### config.mk
export PLATFORM = sky130hd
export DESIGN_NAME = lrgs_ctrl
export DESIGN_NICKNAME = d
export VERILOG_FILES = /design/src/sv/lrgs_pkg.sv /design/src/sv/lrgs_ctrl.sv
export SDC_FILE = /design/constraint.sdc
export NUM_CORES = 1
export LEC_CHECK = 0
export ABC_CLOCK_PERIOD_IN_PS = 1650
export BUFFER_PORTS_ARGS = -buffer_cell sky130_fd_sc_hd__buf_2
export CORE_MARGIN = 3
export CORE_UTILIZATION = 40
export DETAILED_ROUTE_END_ITERATION = 10
export GPL_ROUTABILITY_DRIVEN = 0
export PLACE_DENSITY_LB_ADDON = 0.05
export SETUP_SLACK_MARGIN = 0.05
export SLEW_MARGIN = 0
export SYNTH_ARGS = -nofsm -noshare
export SYNTH_HDL_FRONTEND = slang
export SYNTH_SLANG_ARGS = --single-unit
### constraint.sdc
create_clock -name aclk -period 1.65 [get_ports aclk]
set_clock_uncertainty 0.05 [all_clocks]
set_input_delay 0.495 -clock aclk [delete_from_list [all_inputs] [get_ports aclk]]
set_output_delay 0.495 -clock aclk [all_outputs]
set_load 0.02 [all_outputs]
### src/sv/lrgs_pkg.sv
// ----------------------------------------------------------------------------
// lrgs_pkg
// Shared types, codes and fixed widths for the low-rank grid sample lookup.
// ----------------------------------------------------------------------------
package lrgs_pkg;

    localparam int CMD_W       = 3;
    localparam int INDEX_W     = 12;
    localparam int VALUE_IN_W  = 32;
    localparam int COORD_W     = 16;
    localparam int SIZE_W      = 5;
    localparam int RANK_REG_W  = 4;
    localparam int S_TDATA_W   = 96;
    localparam int S_TUSER_W   = CMD_W;
    localparam int M_TDATA_W   = 32;
    localparam int M_TUSER_W   = 1;
    localparam int CFG_INDEX_W = 3;
    localparam int CFG_DATA_W  = SIZE_W;

    localparam int WIDX_LSB = 0;
    localparam int WVAL_LSB = WIDX_LSB + INDEX_W;
    localparam int QX_LSB   = WVAL_LSB + VALUE_IN_W;
    localparam int QY_LSB   = QX_LSB + COORD_W;
    localparam int QZ_LSB   = QY_LSB + COORD_W;

    localparam int DEF_MAX_DIM     = 16;
    localparam int DEF_MAX_RANK    = 8;
    localparam int DEF_VALUE_WIDTH = 32;

    typedef enum logic [CMD_W-1:0] {
        CMD_WR_DENSE = 3'd0,
        CMD_WR_LEFT  = 3'd1,
        CMD_WR_SING  = 3'd2,
        CMD_WR_RIGHT = 3'd3,
        CMD_QUERY    = 3'd4
    } cmd_code_t;

    typedef enum logic [CFG_INDEX_W-1:0] {
        REG_MODE_SVD  = 3'd0,
        REG_SIZE_X    = 3'd1,
        REG_SIZE_Y    = 3'd2,
        REG_SIZE_Z    = 3'd3,
        REG_RANK_USED = 3'd4
    } cfg_reg_t;

    typedef enum logic [1:0] {
        SRC_ZERO  = 2'd0,
        SRC_DENSE = 2'd1,
        SRC_ACC   = 2'd2
    } result_src_t;

    typedef struct packed {
        logic        accept;
        logic        clamp;
        logic        index;
        logic        dense_rd;
        logic        svd_issue;
        logic        load_out;
        result_src_t src;
    } dp_cmd_t;

    typedef struct packed {
        logic is_query;
        logic empty;
        logic mode_svd;
        logic rank_zero;
        logic last_issue;
        logic pipe_busy;
        logic out_free;
    } dp_stat_t;

endpackage

### src/sv/lrgs_ctrl.sv
// ----------------------------------------------------------------------------
// lrgs_ctrl
// Sequencer for one query: clamp, index, then a dense read, or a rank loop
// and drain, or neither; then hand the result to the output register.
// ----------------------------------------------------------------------------
module lrgs_ctrl
    import lrgs_pkg::*;
(
    input  logic     aclk,
    input  logic     aresetn,
    input  logic     s_axis_tvalid,
    output logic     s_axis_tready,
    input  dp_stat_t stat,
    output dp_cmd_t  cmd
);

    typedef enum logic [6:0] {
        ST_IDLE   = 7'b0000001,
        ST_CLAMP  = 7'b0000010,
        ST_INDEX  = 7'b0000100,
        ST_DREAD  = 7'b0001000,
        ST_RUN    = 7'b0010000,
        ST_DRAIN  = 7'b0100000,
        ST_FINISH = 7'b1000000
    } state_t;

    state_t      state_reg, state_next;
    result_src_t src_reg, src_next;
    logic        ready;

    assign ready         = (state_reg == ST_IDLE);
    assign s_axis_tready = ready;

    always_comb begin
        state_next    = state_reg;
        src_next      = src_reg;
        cmd           = '0;
        cmd.accept    = s_axis_tvalid & ready;
        cmd.src       = src_reg;
        unique case (state_reg)
            ST_IDLE: begin
                if (cmd.accept && stat.is_query) begin
                    state_next = ST_CLAMP;
                end
            end
            ST_CLAMP: begin
                cmd.clamp  = 1'b1;
                state_next = ST_INDEX;
            end
            ST_INDEX: begin
                cmd.index = 1'b1;
                priority if (stat.empty) begin
                    src_next   = SRC_ZERO;
                    state_next = ST_FINISH;
                end else if (!stat.mode_svd) begin
                    src_next   = SRC_DENSE;
                    state_next = ST_DREAD;
                end else if (stat.rank_zero) begin
                    src_next   = SRC_ZERO;
                    state_next = ST_FINISH;
                end else begin
                    src_next   = SRC_ACC;
                    state_next = ST_RUN;
                end
            end
            ST_DREAD: begin
                cmd.dense_rd = 1'b1;
                state_next   = ST_FINISH;
            end
            ST_RUN: begin
                cmd.svd_issue = 1'b1;
                if (stat.last_issue) begin
                    state_next = ST_DRAIN;
                end
            end
            ST_DRAIN: begin
                if (!stat.pipe_busy) begin
                    state_next = ST_FINISH;
                end
            end
            ST_FINISH: begin
                if (stat.out_free) begin
                    cmd.load_out = 1'b1;
                    state_next   = ST_IDLE;
                end
            end
            default: begin
                state_next = ST_IDLE;
            end
        endcase
    end

    always_ff @(posedge aclk) begin
        if (!aresetn) begin
            state_reg <= ST_IDLE;
            src_reg   <= SRC_ZERO;
        end else begin
            state_reg <= state_next;
            src_reg   <= src_next;
        end
    end

endmodule

==> run summary, run 1 <==
Number of hold buffers added after cts: 0
Number of port buffers: 18
Die W: 44.8 um
Synthesized flop and latch total: 9
Sequential area share after synthesis: 29.9%
Fail Step: 5_1_grt
Num CTS Buffers: 3
Clk buf depth: 2
Num rows: 13
Initial antenna violation count: 1
Synth warnings: 0
Largest net degree at the start of global routing: 6
Root Buffer: clkbuf_4
Placed Area: 926 um2
Worst endpoint type: top-level output
Clock sinks: 9
Status: did not finish
Synth unique cells: 34
Post-synth ARST share: 0%
Initial Util: 44.6%
Number of placed instances, taps included: 128
Post-Syn Nets: 80
Error: [ERROR DPL-0033] detailed placement checks failed during check placement.
HPWL Detailed: 1280 um
CTS HTree Levels: 1
Die height: 44.8 um
EDFF count, synth: 0
Main synth FF type: dfxtp_1
Area of the mapped netlist: 602 um2
Top Ports: 19
Syn Inst Count: 70
Syn avg cell area: 8.60 um2
GRT worst endpoint: cmd[3]
-- synthesized netlist by cell type (2+ instances only) --
| cell type | number | area (um2) |
|---|---|---|
| dfxtp_1 | 9 | 180 |
| nor2_1 | 7 | 26.3 |
| nand2_1 | 5 | 18.8 |
| and3_1 | 3 | 18.8 |
| buf_2 | 3 | 15.0 |
| inv_1 | 3 | 11.3 |
| a21oi_1 | 2 | 10.0 |
| and2_1 | 2 | 12.5 |
| mux2i_1 | 2 | 20.0 |
| nand3_1 | 2 | 10.0 |
| nor2b_1 | 2 | 12.5 |
| nor3_1 | 2 | 10.0 |
| nor3b_1 | 2 | 15.0 |
| nor4_1 | 2 | 12.5 |
| nor4b_1 | 2 | 17.5 |
| o21a_1 | 2 | 15.0 |
| o21ai_1 | 2 | 10.0 |
| xnor2_1 | 2 | 17.5 |
-- cell families after synthesis --
logic type | Yosys count | synth area share (%)
and+or+nand+nor | 40 | 45.5
AOI/OAI and AO/OA | 11 | 13.9
muxes | 2 | 3.33
xor gates and xnor gates | 2 | 2.91
DFF | 9 | 29.9
buffers and inverters | 6 | 4.37
-- stage by stage --
stage                     setup WS (ns)  hold slack (ns)  utilization (%)  setup TNS [ns]
after floorplan                  -0.155            0.485                -          -0.228
after global placement           -0.183            0.391             68.6          -0.433
after detailed placement         -0.195            0.396             68.6          -0.443
after CTS                        -0.463            0.380             92.1           -2.51
-- repair_timing --
action,CTS
endpoints found under the hold margin,0
resized for setup,42
setup endpoints to repair,12
pin swaps,11
setup buffers,17
==> inputs of run 2 (changes only) <==
Settings changed: ABC_CLOCK_PERIOD_IN_PS 1650 to 2100, CORE_AREA set to 3 3 64 66, CORE_MARGIN 3 to unset, CORE_UTILIZATION 40 to unset, DIE_AREA set to 0 0 67 69, PLACE_DENSITY_LB_ADDON 0.05 to 0.15, SETUP_SLACK_MARGIN 0.05 to unset.
Clock period 1.65 ns to 2.1 ns, I/O delays scaled along.
==> run summary, run 2 <==
Status: finished with violations
Violated checks: negative setup slack
Final cycle utilization of the critical path: 106%
Die height: 69 um
Final core occ: 25.2%
Area contributors post-synth: dfxtp_1, nor2_1, nor4b_4, mux2i_1, and3_1
Final #Nets: 111
Max Freq: 450 MHz
Detailed-route via count: 613
R2R depth: 5
Max-slew headroom at the worst pin: 69.7%
Clock power share: 30.2%
Drt total wl: 1710 um
Share of cells above drive strength 1: 47.0%
Pwr per Cell Area: 732 nW/um2
Initial Util: 16.6%
Vias in the first global route: 609
Min-Delay Path Depth: 2
Number of routed nets with antenna violations: 0
Die W: 67 um
Placed Area: 797 um2
Clk buf depth: 2
Non-filler instance count after layout: 148
Synth unique cells: 34
Global-route wire length before repair: 3070 um
Avg WL per Cell: 11.5 um
Sequential area share after synthesis: 29.9%
Top Ports: 19
HPWL Detailed: 1360 um
Leakage Power: 0.000377 uW
Synth warnings: 0
HP Class: reg2reg
Die footprint: 4620 um2
Number of hold buffers added after cts: 0
Seq pwr share: 30.3%
Most frequent cells in the layout: buf_2, buf_4, nor2_1, dfxtp_1, nand2_1
Final Hold Fails: 0
Initial drt markers: 6
Switching share of power: 32.2%
Worst EP required: 1.42 ns
Crit path DAT: 1.54 ns
RSZ-0062 raised after global routing: true
DRC: 0
Synth cell count leaders: dfxtp_1, nor2_1, nand2_1
Congestion Overflow GR: 0
Setup Viol. Count Final: 2
Setup Crit Path Kind: reg2out
Design Area, Final: 917 um2
TritonCTS clock tree: built
Post-Syn Nets: 80
Synth top area share: 29.9%
Vias/cell: 4.14
Root Buffer: clkbuf_8
Logic pwr share: 39.5%
Critical path peak fanout: 3
Synthesized flop and latch total: 9
Fillcell total: 429
Area Growth Syn to Fin: 52.4%
Initial antenna violation count: 0
Int Pwr: 455 uW
DR pass1 iterations: 4
Reg clk slew, reported paths: 0.05 ns
Max reg flops: 7
Ant. Diodes: 0
Cell taking the most area after synthesis: dfxtp_1
Clock sinks: 9
Num CTS Buffers: 3
Area of the mapped netlist: 602 um2
CP Launch Type: flip-flop
Number of port buffers: 18
Period minus WS final: 2.22 ns
Slew Viols, Final: 0
Post-synth ARST share: 0%
Maxcap violations: 0
EDFF count, synth: 0
Setup ws final: -0.123 ns
Syn Inst Count: 70
Main synth FF type: dfxtp_1
Most common cell in the synthesized netlist: dfxtp_1
Num rows: 22
Number of placed instances, taps included: 141
CTS HTree Levels: 1
Clock Latency Late Sink: 0.23 ns
Syn avg cell area: 8.60 um2
Least-Margin Pin Slew: 0.449 ns
Net Sw Power: 216 uW
Setup crit end kind: output port
Peak supply drop: 0.000252 V
Largest net degree at the start of global routing: 10
Core area: 3630 um2
GRT Overall Usage: 8.67%
-- run 2: kinds of logic (layout without fill, tap and decap cells) --
| logic type | Yosys count | count (layout) | synth area share (%) |
|---|---|---|---|
| XOR/XNOR | 2 | 2 | 2.91 |
| flip-flops | 9 | 9 | 29.9 |
| AO/OA/AOI/OAI | 11 | 11 | 13.9 |
| buffers and inverters | 6 | 36 | 4.37 |
| multiplexers | 2 | 2 | 3.33 |
| AND/OR/NAND/NOR | 40 | 40 | 45.5 |
-- run 2: path summary, 6_finish.rpt --
| path | startpoint | end | slack (ns) |
|---|---|---|---|
| worst max-delay path | state_reg[0] | cmd[3] | -0.12 |
| worst min-delay path | src_reg[0] | src_reg[0] | 0.40 |
| worst max register to register | state_reg[5] | state_reg[6] | 0.46 |
| worst min register to register | src_reg[0] | src_reg[0] | 0.40 |
-- run 2: area by class of cell --
type	instances	area, um2	area share (%)
inverters	3	11.3	1.23
multi-input cells	55	430	46.9
repair buffers	29	186	20.3
flip-flops and latches	9	184	20.1
well taps	48	60.1	6.55
clock buffers	4	45.0	4.91
-- run 2: power groups by stage --
stage	Combinational [uW]	Clock [uW]	Sequential, uW
after floorplan	132	0	204
after global placement	223	0	197
after detailed placement	222	0	198
after CTS	241	213	197
after global routing	292	228	207
final	265	202	204
-- run 2: per-layer routing --
| metal | routed length, um | vias to the layer above | GRT usage, % |
|---|---|---|---|
| met5 | 0 | - | 0 |
| met4 | 9 | 0 | 4.05 |
| met3 | 60 | 2 | 2.12 |
| met2 | 773 | 11 | 12.0 |
| met1 | 865 | 282 | 12.3 |
| li1 | - | 318 | - |
-- run 2: critical path, cell delays in order, from the launching register on --
cell and delay, ns:
dfxtp_2 0.33, or4_4 0.54, nor4b_4 0.25, buf_4 0.19
-- run 2: repair_timing --
item	in CTS	in global routing
buffers inserted	2	1
gates resized for setup	5	11
pin swaps	1	3
setup endpoints to repair	4	7
-- run 2: metrics by stage --
stage	setup TNS [ns]	total power (uW)	hold slack, ns	worst slack, ns
after global placement	0	421	0.397	0.0969
after detailed placement	0	420	0.398	0.0872
final	-0.172	671	0.400	-0.123
after floorplan	0	336	0.485	0.0547
after global routing	-0.514	727	0.442	-0.195
after CTS	-0.269	651	0.404	-0.145
(Power assumes the default switching activity.)
